===== src/epe_pkg.sv =====
// shared types, constants and helpers for the pwm parameter editor
`timescale 1ns / 1ps

package epe_pkg;

    localparam int VALUE_BITS = 10;
    localparam int LIMIT_BITS = 10;
    localparam int ROW_COUNT  = 4;
    localparam int ROW_BITS   = 2;
    localparam int DIGIT_BITS = 2;
    localparam int MASK_BITS  = 4;
    localparam int REQ_BITS   = 3;
    localparam int STEP_BITS  = 10;
    // signed width for value plus or minus the largest step
    localparam int SUM_BITS   = VALUE_BITS + 2;

    localparam logic [DIGIT_BITS-1:0] DIGIT_MAX = DIGIT_BITS'(3);

    localparam logic [VALUE_BITS-1:0] PERIOD_RESET = VALUE_BITS'(192);
    localparam logic [VALUE_BITS-1:0] DUTY_RESET   = VALUE_BITS'(96);
    localparam logic [VALUE_BITS-1:0] PHASE_RESET  = VALUE_BITS'(48);
    localparam logic [LIMIT_BITS-1:0] LIMIT_RESET  = LIMIT_BITS'(1000);

    localparam logic [ROW_BITS-1:0] ROW_DUTY_A = ROW_BITS'(0);
    localparam logic [ROW_BITS-1:0] ROW_DUTY_B = ROW_BITS'(1);
    localparam logic [ROW_BITS-1:0] ROW_PHASE  = ROW_BITS'(2);
    localparam logic [ROW_BITS-1:0] ROW_PERIOD = ROW_BITS'(3);

    localparam logic [MASK_BITS-1:0] MASK_NONE   = 4'h0;
    localparam logic [MASK_BITS-1:0] MASK_DUTY_A = 4'h1;
    localparam logic [MASK_BITS-1:0] MASK_DUTY_B = 4'h2;
    localparam logic [MASK_BITS-1:0] MASK_PHASE  = 4'h4;
    localparam logic [MASK_BITS-1:0] MASK_ALL    = 4'hF;

    typedef enum logic [REQ_BITS-1:0] {
        REQ_KNOB      = 3'd0,
        REQ_ROW_NEXT  = 3'd1,
        REQ_ROW_PREV  = 3'd2,
        REQ_DIGIT_DN  = 3'd3,
        REQ_DIGIT_UP  = 3'd4
    } t_req;

    typedef struct packed {
        logic [VALUE_BITS-1:0]                period;
        logic [VALUE_BITS-1:0]                duty_a;
        logic [VALUE_BITS-1:0]                duty_b;
        logic [VALUE_BITS-1:0]                phase;
        logic [ROW_BITS-1:0]                  row;
        logic [ROW_COUNT-1:0][DIGIT_BITS-1:0] digit_exp;
    } t_state;

    function automatic logic [STEP_BITS-1:0] pow10_step(input logic [DIGIT_BITS-1:0] d);
        logic [STEP_BITS-1:0] s;
        case (d)
            2'd0:    s = STEP_BITS'(1);
            2'd1:    s = STEP_BITS'(10);
            2'd2:    s = STEP_BITS'(100);
            default: s = STEP_BITS'(1000);
        endcase
        return s;
    endfunction

endpackage


===== src/epe_step.sv =====
// next-state logic for one editor request
`timescale 1ns / 1ps

module epe_step (
    input  epe_pkg::t_state                       i_state,
    input  logic [epe_pkg::LIMIT_BITS-1:0]        i_limit,
    input  logic [epe_pkg::REQ_BITS-1:0]          i_req_type,
    input  logic                                  i_turn_up,
    output epe_pkg::t_state                       o_state,
    output logic [epe_pkg::MASK_BITS-1:0]         o_mask,
    output logic [epe_pkg::DIGIT_BITS-1:0]        o_digit
);
    import epe_pkg::*;

    logic [ROW_BITS-1:0]         n_row;
    logic [DIGIT_BITS-1:0]       cur_digit;
    logic [STEP_BITS-1:0]        step;
    logic signed [SUM_BITS-1:0]  delta;
    logic signed [SUM_BITS-1:0]  per_s;
    logic signed [SUM_BITS-1:0]  lim_s;
    logic signed [SUM_BITS-1:0]  sum_a;
    logic signed [SUM_BITS-1:0]  sum_b;
    logic signed [SUM_BITS-1:0]  sum_ph;
    logic signed [SUM_BITS-1:0]  wrap_ph;
    logic signed [SUM_BITS-1:0]  sum_per;
    logic [VALUE_BITS-1:0]       new_a;
    logic [VALUE_BITS-1:0]       new_b;
    logic [VALUE_BITS-1:0]       new_ph;
    logic [VALUE_BITS-1:0]       new_per;
    t_req                        req;

    assign req = t_req'(i_req_type);

    // row changes only on row buttons, so one read at the new row serves all
    always_comb begin
        case (req)
            REQ_ROW_NEXT: n_row = i_state.row + ROW_BITS'(1);
            REQ_ROW_PREV: n_row = i_state.row - ROW_BITS'(1);
            default:      n_row = i_state.row;
        endcase
    end

    assign cur_digit = i_state.digit_exp[n_row];
    assign step      = pow10_step(cur_digit);
    assign delta     = i_turn_up ? $signed({{(SUM_BITS-STEP_BITS){1'b0}}, step})
                                 : -$signed({{(SUM_BITS-STEP_BITS){1'b0}}, step});
    assign per_s     = $signed({2'b00, i_state.period});
    assign lim_s     = $signed({{(SUM_BITS-LIMIT_BITS){1'b0}}, i_limit});

    assign sum_a   = $signed({2'b00, i_state.duty_a}) + delta;
    assign sum_b   = $signed({2'b00, i_state.duty_b}) + delta;
    assign sum_ph  = $signed({2'b00, i_state.phase}) + delta;
    assign sum_per = per_s + delta;

    always_comb begin
        if (sum_a > per_s)      new_a = i_state.period;
        else if (sum_a < 0)     new_a = '0;
        else                    new_a = sum_a[VALUE_BITS-1:0];

        if (sum_b > per_s)      new_b = i_state.period;
        else if (sum_b < 0)     new_b = '0;
        else                    new_b = sum_b[VALUE_BITS-1:0];

        // single wrap by the period, then clamp into 0..period-1
        if (sum_ph >= per_s)    wrap_ph = sum_ph - per_s;
        else if (sum_ph < 0)    wrap_ph = sum_ph + per_s;
        else                    wrap_ph = sum_ph;

        if (i_state.period == '0)        new_ph = '0;
        else if (wrap_ph > per_s - 1)    new_ph = i_state.period - VALUE_BITS'(1);
        else if (wrap_ph < 0)            new_ph = '0;
        else                             new_ph = wrap_ph[VALUE_BITS-1:0];

        if (sum_per > lim_s)    new_per = VALUE_BITS'(i_limit);
        else if (sum_per < 0)   new_per = '0;
        else                    new_per = sum_per[VALUE_BITS-1:0];
    end

    always_comb begin
        o_state     = i_state;
        o_state.row = n_row;
        o_mask      = MASK_NONE;
        o_digit     = cur_digit;
        case (req)
            REQ_KNOB: begin
                case (i_state.row)
                    ROW_DUTY_A: begin
                        o_state.duty_a = new_a;
                        o_mask         = MASK_DUTY_A;
                    end
                    ROW_DUTY_B: begin
                        o_state.duty_b = new_b;
                        o_mask         = MASK_DUTY_B;
                    end
                    ROW_PHASE: begin
                        o_state.phase = new_ph;
                        o_mask        = MASK_PHASE;
                    end
                    default: begin
                        // new period pulls the others back into range
                        o_state.period = new_per;
                        if (i_state.duty_a > new_per) o_state.duty_a = new_per;
                        if (i_state.duty_b > new_per) o_state.duty_b = new_per;
                        if (i_state.phase >= new_per) o_state.phase = '0;
                        o_mask = MASK_ALL;
                    end
                endcase
            end
            REQ_DIGIT_DN: begin
                if (cur_digit != '0) begin
                    o_digit = cur_digit - DIGIT_BITS'(1);
                end
                o_state.digit_exp[i_state.row] = o_digit;
            end
            REQ_DIGIT_UP: begin
                if (cur_digit != DIGIT_MAX) begin
                    o_digit = cur_digit + DIGIT_BITS'(1);
                end
                o_state.digit_exp[i_state.row] = o_digit;
            end
            default: begin
                o_mask = MASK_NONE;
            end
        endcase
    end

endmodule


===== src/encoder_pwm_param_editor.sv =====
// top level: request register, settings state and result register
`timescale 1ns / 1ps

// Editor for the period, two duties and phase of a two-output PWM, driven by
// knob steps and row/column buttons. One request is taken every clock cycle
// while results are taken as they appear. A result left waiting on the output
// lets one more request into the input register and then holds the input. A
// request is held in the input register, the settings update in combinational
// logic, and the result is registered in r_state and the output register that
// drives o_out_valid. The settings loop closes through r_state alone, so
// back-to-back requests each see the previous update. period_limit is to be
// written by the user through i_cfg_wr_en / i_cfg_wr_data only while no
// request is in flight; the block itself does not enforce this.

module encoder_pwm_param_editor (
    input  logic                              i_clk,
    input  logic                              i_rst_n,
    input  logic                              i_cfg_wr_en,
    input  logic [epe_pkg::LIMIT_BITS-1:0]    i_cfg_wr_data,
    input  logic                              i_in_valid,
    output logic                              o_in_ready,
    input  logic [epe_pkg::REQ_BITS-1:0]      i_req_type,
    input  logic                              i_turn_up,
    output logic                              o_out_valid,
    input  logic                              i_out_ready,
    output logic [epe_pkg::VALUE_BITS-1:0]    o_period_value,
    output logic [epe_pkg::VALUE_BITS-1:0]    o_duty_a_value,
    output logic [epe_pkg::VALUE_BITS-1:0]    o_duty_b_value,
    output logic [epe_pkg::VALUE_BITS-1:0]    o_phase_value,
    output logic [epe_pkg::MASK_BITS-1:0]     o_changed_mask,
    output logic [epe_pkg::ROW_BITS-1:0]      o_row_now,
    output logic [epe_pkg::DIGIT_BITS-1:0]    o_digit_now
);
    import epe_pkg::*;

    logic [LIMIT_BITS-1:0]  r_limit;
    logic                   r_in_valid;
    logic [REQ_BITS-1:0]    r_in_req;
    logic                   r_in_up;
    t_state                 r_state;
    t_state                 n_state;
    logic [MASK_BITS-1:0]   n_mask;
    logic [DIGIT_BITS-1:0]  n_digit;
    logic                   r_out_valid;
    logic [MASK_BITS-1:0]   r_out_mask;
    logic [DIGIT_BITS-1:0]  r_out_digit;
    logic                   fire;

    // request moves to the result register when that register is free
    assign fire       = r_in_valid && (!r_out_valid || i_out_ready);
    assign o_in_ready = !r_in_valid || fire;

    epe_step u_step (
        .i_state    (r_state),
        .i_limit    (r_limit),
        .i_req_type (r_in_req),
        .i_turn_up  (r_in_up),
        .o_state    (n_state),
        .o_mask     (n_mask),
        .o_digit    (n_digit)
    );

    always_ff @(posedge i_clk) begin
        if (!i_rst_n) begin
            r_limit <= LIMIT_RESET;
        end else if (i_cfg_wr_en) begin
            r_limit <= i_cfg_wr_data;
        end
    end

    always_ff @(posedge i_clk) begin
        if (!i_rst_n) begin
            r_in_valid <= 1'b0;
        end else if (o_in_ready) begin
            r_in_valid <= i_in_valid;
        end
    end

    always_ff @(posedge i_clk) begin
        if (o_in_ready && i_in_valid) begin
            r_in_req <= i_req_type;
            r_in_up  <= i_turn_up;
        end
    end

    always_ff @(posedge i_clk) begin
        if (!i_rst_n) begin
            r_state.period    <= PERIOD_RESET;
            r_state.duty_a    <= DUTY_RESET;
            r_state.duty_b    <= DUTY_RESET;
            r_state.phase     <= PHASE_RESET;
            r_state.row       <= ROW_DUTY_A;
            r_state.digit_exp <= '0;
        end else if (fire) begin
            r_state <= n_state;
        end
    end

    always_ff @(posedge i_clk) begin
        if (!i_rst_n) begin
            r_out_valid <= 1'b0;
        end else if (fire) begin
            r_out_valid <= 1'b1;
        end else if (i_out_ready) begin
            r_out_valid <= 1'b0;
        end
    end

    always_ff @(posedge i_clk) begin
        if (fire) begin
            r_out_mask  <= n_mask;
            r_out_digit <= n_digit;
        end
    end

    // state register doubles as the value part of the result
    assign o_out_valid    = r_out_valid;
    assign o_period_value = r_state.period;
    assign o_duty_a_value = r_state.duty_a;
    assign o_duty_b_value = r_state.duty_b;
    assign o_phase_value  = r_state.phase;
    assign o_row_now      = r_state.row;
    assign o_changed_mask = r_out_mask;
    assign o_digit_now    = r_out_digit;

endmodule

===== config.mk =====
export PLATFORM = sky130hd
export DESIGN_NAME = encoder_pwm_param_editor
export DESIGN_NICKNAME = d
export VERILOG_FILES = /design/src/epe_pkg.sv /design/src/epe_step.sv /design/src/encoder_pwm_param_editor.sv
export SDC_FILE = /design/constraint.sdc
export NUM_CORES = 1
export LEC_CHECK = 0
export BUFFER_PORTS_ARGS = -buffer_cell sky130_fd_sc_hd__buf_4
export CORE_UTILIZATION = 43
export DETAILED_ROUTE_END_ITERATION = 7
export GPL_ROUTABILITY_DRIVEN = 0
export GPL_TIMING_DRIVEN = 0
export HOLD_SLACK_MARGIN = 0.03
export SLEW_MARGIN = 20
export SYNTH_ARGS = -nofsm -noshare
export SYNTH_HDL_FRONTEND = slang
export SYNTH_SLANG_ARGS = --single-unit

===== constraint.sdc =====
create_clock -name i_clk -period 20.9 [get_ports i_clk]
set_input_delay 1.045 -clock i_clk [delete_from_list [all_inputs] [get_ports i_clk]]
set_output_delay 1.045 -clock i_clk [all_outputs]
set_load 0.01 [all_outputs]

# == Yosys cells after proc, flatten, opt, wreduce, memory -nomap -nowiden ==
# Cells that the tools add are included.
# totals
reg_bits,72
latch_bits,0
mem_bits_rw,0
rom_bits,0
elab_cells,119
n_memories,0
# op_classes
add_sub_neg,13
multipliers,0
n_div,0
n_lt_le_gt_ge,16
eq_ne,9
shifts,0
muxes,35
bitwise,4
n_reduce_logical,26
# op_table
cell,count
two-way mux 10 bit,12
less-than comparator 12 x 1 -> 1 bit (second input constant),5
one-hot mux 10 bit (2 select lines),3
adder 11 x 12 -> 12 bit,4
> comparator 12 x 11 -> 1 bit,4
two-way mux 12 bit,3
one-hot mux 10 bit (3 select lines),1
> comparator 10 bit,2
bitwise mux 8 bit,2
one-hot mux 8 bit (2 select lines),1
adder 12 x 11 -> 12 bit,1
greater-or-equal comparator 12 x 11 -> 1 bit,1
two-way mux 2 bit,6
negation 10 -> 12 bit,1
one-hot mux 4 bit (3 select lines),1
AND reduction 4 bit,3
nonzero test 2 bit,6
subtractor 12 x 11 -> 12 bit,1
subtractor 10 x 1 -> 11 bit (second input constant),1
greater-or-equal comparator 10 bit,1
logical NOT 10 bit,1
subtractor 10 x 1 -> 10 bit (second input constant),1
one-hot mux 2 bit (2 select lines),2
equality test 3 x 2 -> 1 bit (second input constant),2
22 further kinds,38

# == Longest topological paths before layout ==
# Gate-level depths: netlist of run 1.
# depth
depth_word,17
ltp_mapped,40
mapped_depth_nobuf,38

# == By module ==
# From an unflattened synthesis of run 1, not the netlist that was laid out.
# hier_totals
cells_unflattened,1124
hier_area_um2,9140.0
# by_module_without_submodules
module,instances,cells_each,area_each_um2
epe_step,1,812,6024.5
encoder_pwm_param_editor,1,312,3115.5

# == Least setup slack after synthesis of run 1 ==
# No wires, ideal clock.
# synth_timing
path_type,register to register
from,reg r_state (netlist bit o_row_now[0])
to,reg r_state (netlist bit o_phase_value[0])
t_arrival_ns,8.006
required_ns,20.778
slack_ns,12.772
path_stages_with_launch,40
path_buffers,2
period_less_slack_ns,8.128
path_cell_list,dfxtp_1 -> inv_1 -> ha_1 -> a221o_1 -> a22oi_4 -> mux4_2 -> clkbuf_1 -> nor2_1 -> inv_1 -> ha_1 -> mux2_2 -> ha_1 -> a211oi_1 -> o21ai_1 -> a21oi_1 -> o21bai_1 -> and2_1 -> o21ai_0 -> [... 4 more ...] -> o211ai_1 -> nor3_1 -> nor3_1 -> clkbuf_1 -> a211oi_1 -> a21o_1 -> ha_1 -> nor2b_1 -> o21ai_0 -> nand2b_1 -> a21oi_1 -> or3_1 -> o21ai_0 -> a31oi_1 -> and3b_1 -> o31ai_2 -> nor2_1 -> a221o_1
# synth_via
elab_chain_cells,17
word_cells_on_any_way,37
classes_between,7 x add/sub; 7 x order compare; 4 x eq/ne; 13 x mux; 1 x bitwise; 5 x reduce/logical
# synth_lines
item,line_no,rtl
from (decl),encoder_pwm_param_editor.sv:40,t_state r_state;
from (signal assigned),encoder_pwm_param_editor.sv:95,r_state <= n_state;
subtractor 2 x 1 -> 2 bit or adder 2 x 1 -> 2 bit (tied branches),"epe_step.sv:38, epe_step.sv:37",
one-hot mux 2 bit (2 select lines),epe_step.sv:36,case (req)
binary-select mux 2 bit (select 2 bit),epe_step.sv:43,assign cur_digit = i_state.digit_exp[n_row];
two-way mux 2 bit (not written as such),epe_step.sv:43,
"equality test 2 bit, or another cell as far along",epe_pkg.sv:54,case (d)
one-hot mux 10 bit (3 select lines),epe_pkg.sv:54,
negation 10 -> 12 bit,epe_step.sv:46,": -$signed({{(SUM_BITS-STEP_BITS){1'b0}}, step});"
two-way mux 12 bit,epe_step.sv:45,"assign delta = i_turn_up ? $signed({{(SUM_BITS-STEP_BITS){1'b0}}, step})"
adder 11 x 12 -> 12 bit,epe_step.sv:52,"assign sum_ph = $signed({2'b00, i_state.phase}) + delta;"
adder 12 x 11 -> 12 bit or less-than comparator 12 x 1 -> 1 bit (tied branches),epe_step.sv:66,else if (sum_ph < 0) wrap_ph = sum_ph + per_s;
two-way mux 12 bit,epe_step.sv:66,
two-way mux 12 bit,epe_step.sv:65,if (sum_ph >= per_s) wrap_ph = sum_ph - per_s;
less-than comparator 12 x 1 -> 1 bit,epe_step.sv:71,else if (wrap_ph < 0) new_ph = '0;
two-way mux 10 bit,epe_step.sv:71,
two-way mux 10 bit,epe_step.sv:70,else if (wrap_ph > per_s - 1) new_ph = i_state.period - VALUE_BITS'(1);
two-way mux 10 bit,epe_step.sv:69,if (i_state.period == '0) new_ph = '0;
one-hot mux 10 bit (2 select lines),epe_step.sv:86,case (i_state.row)
# Parallel ways exist; a longest one is shown, timed or not. The select of a mux whose other input is x is not followed.
# A chain may end at the register's enable or synchronous reset.

# == Final worst setup path of run 1 ==
# layout_timing
from,reg r_state (netlist bit o_row_now[1])
to,reg r_state (netlist bit o_phase_value[0])
# The elaborated chain is that of the path after synthesis.

==> run metrics, run 1 <==
DR pass1 iterations 5; total power 0.494 mW; fill cell count 1943; Num CTS Buffers 9; crit path kind reg2reg; largest net degree at the start of global routing 15; CP Data Arrival Time 10420 ps; unrepaired setup endpoints after global routing no; maximum root-to-sink buffer count 2; Top cell by count, worst path ha_1; antenna violations before repair 0; Slew headroom 33.9%; final core utilization 49.9%; top_reg_cell synth dfxtp_1; CP max stage cell o31ai_2; Post-Syn Nets 1227; Yosys warning total 0; IO buf count 66; final non-filler cell total 1412; Slew Limit Fails 0; register area share after synthesis 18.0%; Remaining DRCs 0; DRT antenna net count 0; # clock sinks 72; clk slew on worst S/H paths 70 ps; Die Footprint 20500 µm²; Startpoint Class register; dpl hpwl 21.3 mm; outcome complete, no violations; first-pass GRT wire length 41.2 mm; PD cells 50.9 nW/µm²; Synth Instances 1065; slowest cell delay on critical path 570 ps; Worst Path Required 21130 ps; GRT Overall Usage 26.6%; Via Count 8136; Core Rows 51; diodes inserted 0; Inst Count DP 1396; FMAX 0.0982 GHz; maxcap violations 0; # resized after CTS 0; Layout area overhead 13.5%; ys async rst share 0%; VDD IR max 0.0398 mV; DR vias/cell 5.76; Final nets 1304; core footprint 19500 µm²; TritonCTS clock tree yes; die height 143 µm; class of the worst hold path reg2reg; vias in the first global route 7513; routed len/inst 18.8 µm; initial DRC count 495; period utilization 48.7%; Yosys cell types 76; commonest non-fill, non-tap cell in the layout ha_1; total wire length 26.5 mm; Fin Setup TNS 0 ps; #FFs+latches synth 72; Post-CTS Setup Repair Bufs 0; die width 143 µm; Hold Fails Final Rpt 0; clock skew 6.84 ps; hold_buf cts 0; Post-Synthesis Cell Area 8550 µm²; synthesized area per cell 8.03 µm²; clock latency on the worst-skew pair 350 ps; H-Tree Depth 3; hold_ws 475 ps; Post-synth EDFFs 10; commonest non-fill, non-tap cells in the layout ha_1 (137), buf_4 (110), a21oi_1 (101); fin crit period 10190 ps; Worst Setup End Kind register; layout cells sized above 1 14.5%; Worst-Margin Slew 988 ps; root buffer cell clkbuf_16; Remaining Overflow, GRT 0; # IOs 69; critical path peak fanout 10; Pleak 4.36 nW; Setup-failing EPs final 0; Initial Utilization 43.9%
==> critical path, delay by kind of cell (launching register included) <==
| kind | cells | cell delay, ps |
|---|---|---|
| AO/OA/AOI/OAI | 14 | 3610 |
| AND/OR/NAND/NOR | 11 | 2510 |
| adder cells (fa/ha/maj) | 5 | 1710 |
| buffers and inverters | 5 | 1020 |
| multiplexers | 2 | 770 |
| flip-flops | 1 | 420 |
==> per-layer routing <==
layer,up-vias,share of wire (%),track usage [%]
li1,4028,-,-
met1,3868,48,36.3
met2,201,45,43.6
met3,39,3.8,2.28
met4,0,2.8,9.34
met5,-,0,0
==> sequential cells by signal (all words and copies together) (netlist names) <==
name,count
r_state,8
o_duty_b_value,10
r_limit,10
o_digit_now,2
o_out_valid,1
o_duty_a_value,10
r_in_valid,1
r_in_up,1
o_phase_value,10
o_changed_mask,4
o_row_now,2
o_period_value,10
r_in_req,3
==> logic make-up (layout without fill, tap and decap cells) <==
family | count (synthesis) | after routing | share of synthesized area (%)
mux | 34 | 34 | 4.20
buf+inv | 146 | 228 | 8.47
xor+xnor | 47 | 47 | 4.81
flops | 72 | 72 | 18.0
fa+ha+maj | 143 | 143 | 21.4
simple gates | 295 | 295 | 16.8
compound gates | 328 | 328 | 26.2
==> stage by stage <==
stage               area [µm²]  worst slack [ps]
global route              9700              9980
finish                    9700             10710
detailed placement        9400             10880
global placement          9380             11020
floorplan                 8550             12770
CTS                       9700             10840
==> Yosys cell counts, drive strengths merged, types with 22 or more instances <==
cell type / count / area, µm²
a21o: 35 / 263
a21oi: 101 / 505
buf: 50 / 364
dfxtp: 62 / 1240
ha: 137 / 1710
inv: 74 / 278
mux2i: 28 / 280
nand2: 73 / 274
nand3: 36 / 193
nor2: 70 / 263
nor3: 31 / 155
o211ai: 22 / 195
o21ai: 47 / 235
xnor2: 36 / 315
==> path summary, 6_finish.rpt <==
kind                            cells past startpoint          endpoint  slack [ps]          from
worst min-delay path                                2        r_state[6]         480    r_state[6]
worst max-delay path                               37  o_phase_value[0]       10710  o_row_now[1]
worst max register to register                     37  o_phase_value[0]       10710  o_row_now[1]
worst min register to register                      2        r_state[6]         480    r_state[6]
==> report_power, final <==
group / internal, mW / switching (mW)
registers: 0.143 / 0.00207
clock network: 0.0938 / 0.0708
logic: 0.0726 / 0.112
==> final cells by class <==
| cell class | count | area (µm²) | area share [%] |
|---|---|---|---|
| Tap cell | 265 | 332 | 3.42 |
| Timing Repair Buffer | 66 | 495 | 5.11 |
| Sequential cell | 72 | 1540 | 15.9 |
| Multi-Input combinational cell | 847 | 6310 | 65.0 |
| Inverter | 75 | 282 | 2.90 |
| Clock buffer | 9 | 225 | 2.32 |
| Buffer | 71 | 443 | 4.56 |
| Clock inverter | 7 | 78.8 | 0.812 |
(Power assumes the default switching activity.)
==> inputs of run 2 (changes only) <==
Clock period 20.9 ns to 10.5 ns, I/O delays scaled along.
==> run metrics, run 2 (synthesis results as in run 1) <==
FMAX 0.104 GHz (+5.6%); Logic pwr share 37.5% (+0.2 points); Slew Limit Fails 0 (unchanged); Startpoint Class register; maximum root-to-sink buffer count 2 (unchanged); pre-CTS setup slack 477 ps (-10400 ps); Via Count 8120 (-0.20%); met2 usage 43.6% (unchanged); met3 usage 2.28% (unchanged); class of the worst hold path in2reg; IO buf count 66 (unchanged); die width 143 µm (unchanged); outcome complete, no violations; root buffer cell clkbuf_16; vias in the first global route 7513 (unchanged); # clock sinks 72 (unchanged); VDD IR max 0.0801 mV (+100%); Int Power 0.617 mW (+99%); Top delay family on crit path compound AO/OA/AOI/OAI gates; antenna violations before repair 0 (unchanged); Num CTS Buffers 9 (unchanged); final core utilization 49.9% (+0.077 points); Final WS setup 854 ps (-9860 ps); Worst Setup End Kind register; Die Footprint 20500 µm² (unchanged); fin crit period 9650 ps (-541 ps); dpl hpwl 21.3 mm (unchanged); area occupied by multi-input gates 6320 µm² (+0.22%); Slew headroom 33.9% (about the same); # IOs 69 (unchanged); unrepaired setup endpoints after global routing no; Sw Share 37.4% (about the same); slowest cell delay on critical path 490 ps (-80 ps); Setup-failing EPs final 0 (unchanged); core footprint 19500 µm² (unchanged); initial DRC count 487 (-1.6%); H-Tree Depth 3 (unchanged); CP Data Arrival Time 9880 ps (-540 ps); Final nets 1304 (unchanged); Sequential Power Share 29.3% (about the same); commonest non-fill, non-tap cells in the layout ha_1 (137), buf_4 (110), a21oi_1 (101); layout cells sized above 1 14.6% (+0.17 points); diodes inserted 0 (unchanged); met1 GRT Util 36.3% (unchanged); Remaining DRCs 0 (unchanged); Hold Fails Final Rpt 0 (unchanged); maxcap violations 0 (unchanged); clock skew 7.08 ps (+0.247 ps); Psw 0.368 mW (+99%); TritonCTS clock tree yes; clock latency on the worst-skew pair 350 ps (about the same); Buf/Inv on CP 5 (unchanged); Initial Utilization 43.9% (unchanged); clock network fraction of design power 33.2% (about the same); Top cell by count, worst path ha_1; fill cell count 1939 (-0.21%); DR vias/cell 5.75 (-0.20%); FF+latch area 1540 µm² (unchanged); commonest non-fill, non-tap cell in the layout ha_1; DRT antenna net count 0 (unchanged); clk slew on worst S/H paths 70 ps (about the same); Worst-Margin Slew 988 ps (+0.182 ps); die height 143 µm (unchanged); Pleak 4.37 nW (+0.14%); Core Rows 51 (unchanged); PD cells 101 nW/µm² (+99%); total wire length 26.5 mm (about the same); gr busiest metal met2; CP max stage cell or3_1; GRT Overall Usage 26.6% (unchanged); DR pass1 iterations 5 (unchanged); crit path kind reg2reg; Fin Setup TNS 0 ps (unchanged); Post-CTS Setup Repair Bufs 0 (unchanged); critical path peak fanout 10 (unchanged); first-pass GRT wire length 41.2 mm (unchanged); routed len/inst 18.8 µm (about the same); largest net degree at the start of global routing 15 (unchanged); period utilization 91.9% (+43 points); Remaining Overflow, GRT 0 (unchanged); Worst Path Required 10740 ps (-10390 ps); Layout area overhead 13.6%
## run 2: repair_timing
| item | in CTS | in global routing |
|---|---|---|
| hold buffers | 0 | 0 |
| gates resized for setup | 0 | 4 |
| endpoints found under the setup margin | 0 | 9 |
## run 2: power by group through the flow
stage | combinational, mW | clock [mW] | sequential [mW]
finish | 0.369 | 0.327 | 0.289
global route | 0.408 | 0.342 | 0.289
global placement | 0.358 | 0 | 0.295
detailed placement | 0.361 | 0 | 0.295
CTS | 0.363 | 0.330 | 0.289
floorplan | 0.268 | 0 | 0.294
## run 2: per-layer routing
layer | vias to the layer above | routed length, µm
met5 | - | 0
met4 | 0 | 738
met3 | 37 | 1020
met2 | 195 | 11900
met1 | 3861 | 12800
li1 | 4027 | -
## run 2: through the flow
step	hold WS (ps)	instances	total power, mW	area, µm²
floorplan	446	1065	0.562	8550
global placement	460	1396	0.653	9380
detailed placement	468	1396	0.656	9400
CTS	336	1412	0.982	9700
global route	333	1412	1.04	9720
finish	344	1412	0.986	9720
## run 2: cell type report
cell class | count | share of cell area [%]
multi-input cells | 847 | 65.0
repair buffers | 66 | 5.10
well taps | 265 | 3.41
flip-flops and latches | 72 | 15.9
plain buffers | 71 | 4.57
inverters | 75 | 2.90
clock inverters | 7 | 0.811
clock buffers | 9 | 2.32
## run 2: worst paths after layout
path / start / to / slack (ps) / depth (start not counted)
min: i_req_type[0] / r_in_req[0] / 340 / 1
max: o_row_now[1] / o_phase_value[0] / 850 / 37
max reg2reg: o_row_now[1] / o_phase_value[0] / 850 / 37
min reg2reg: r_state[7] / r_state[7] / 480 / 2
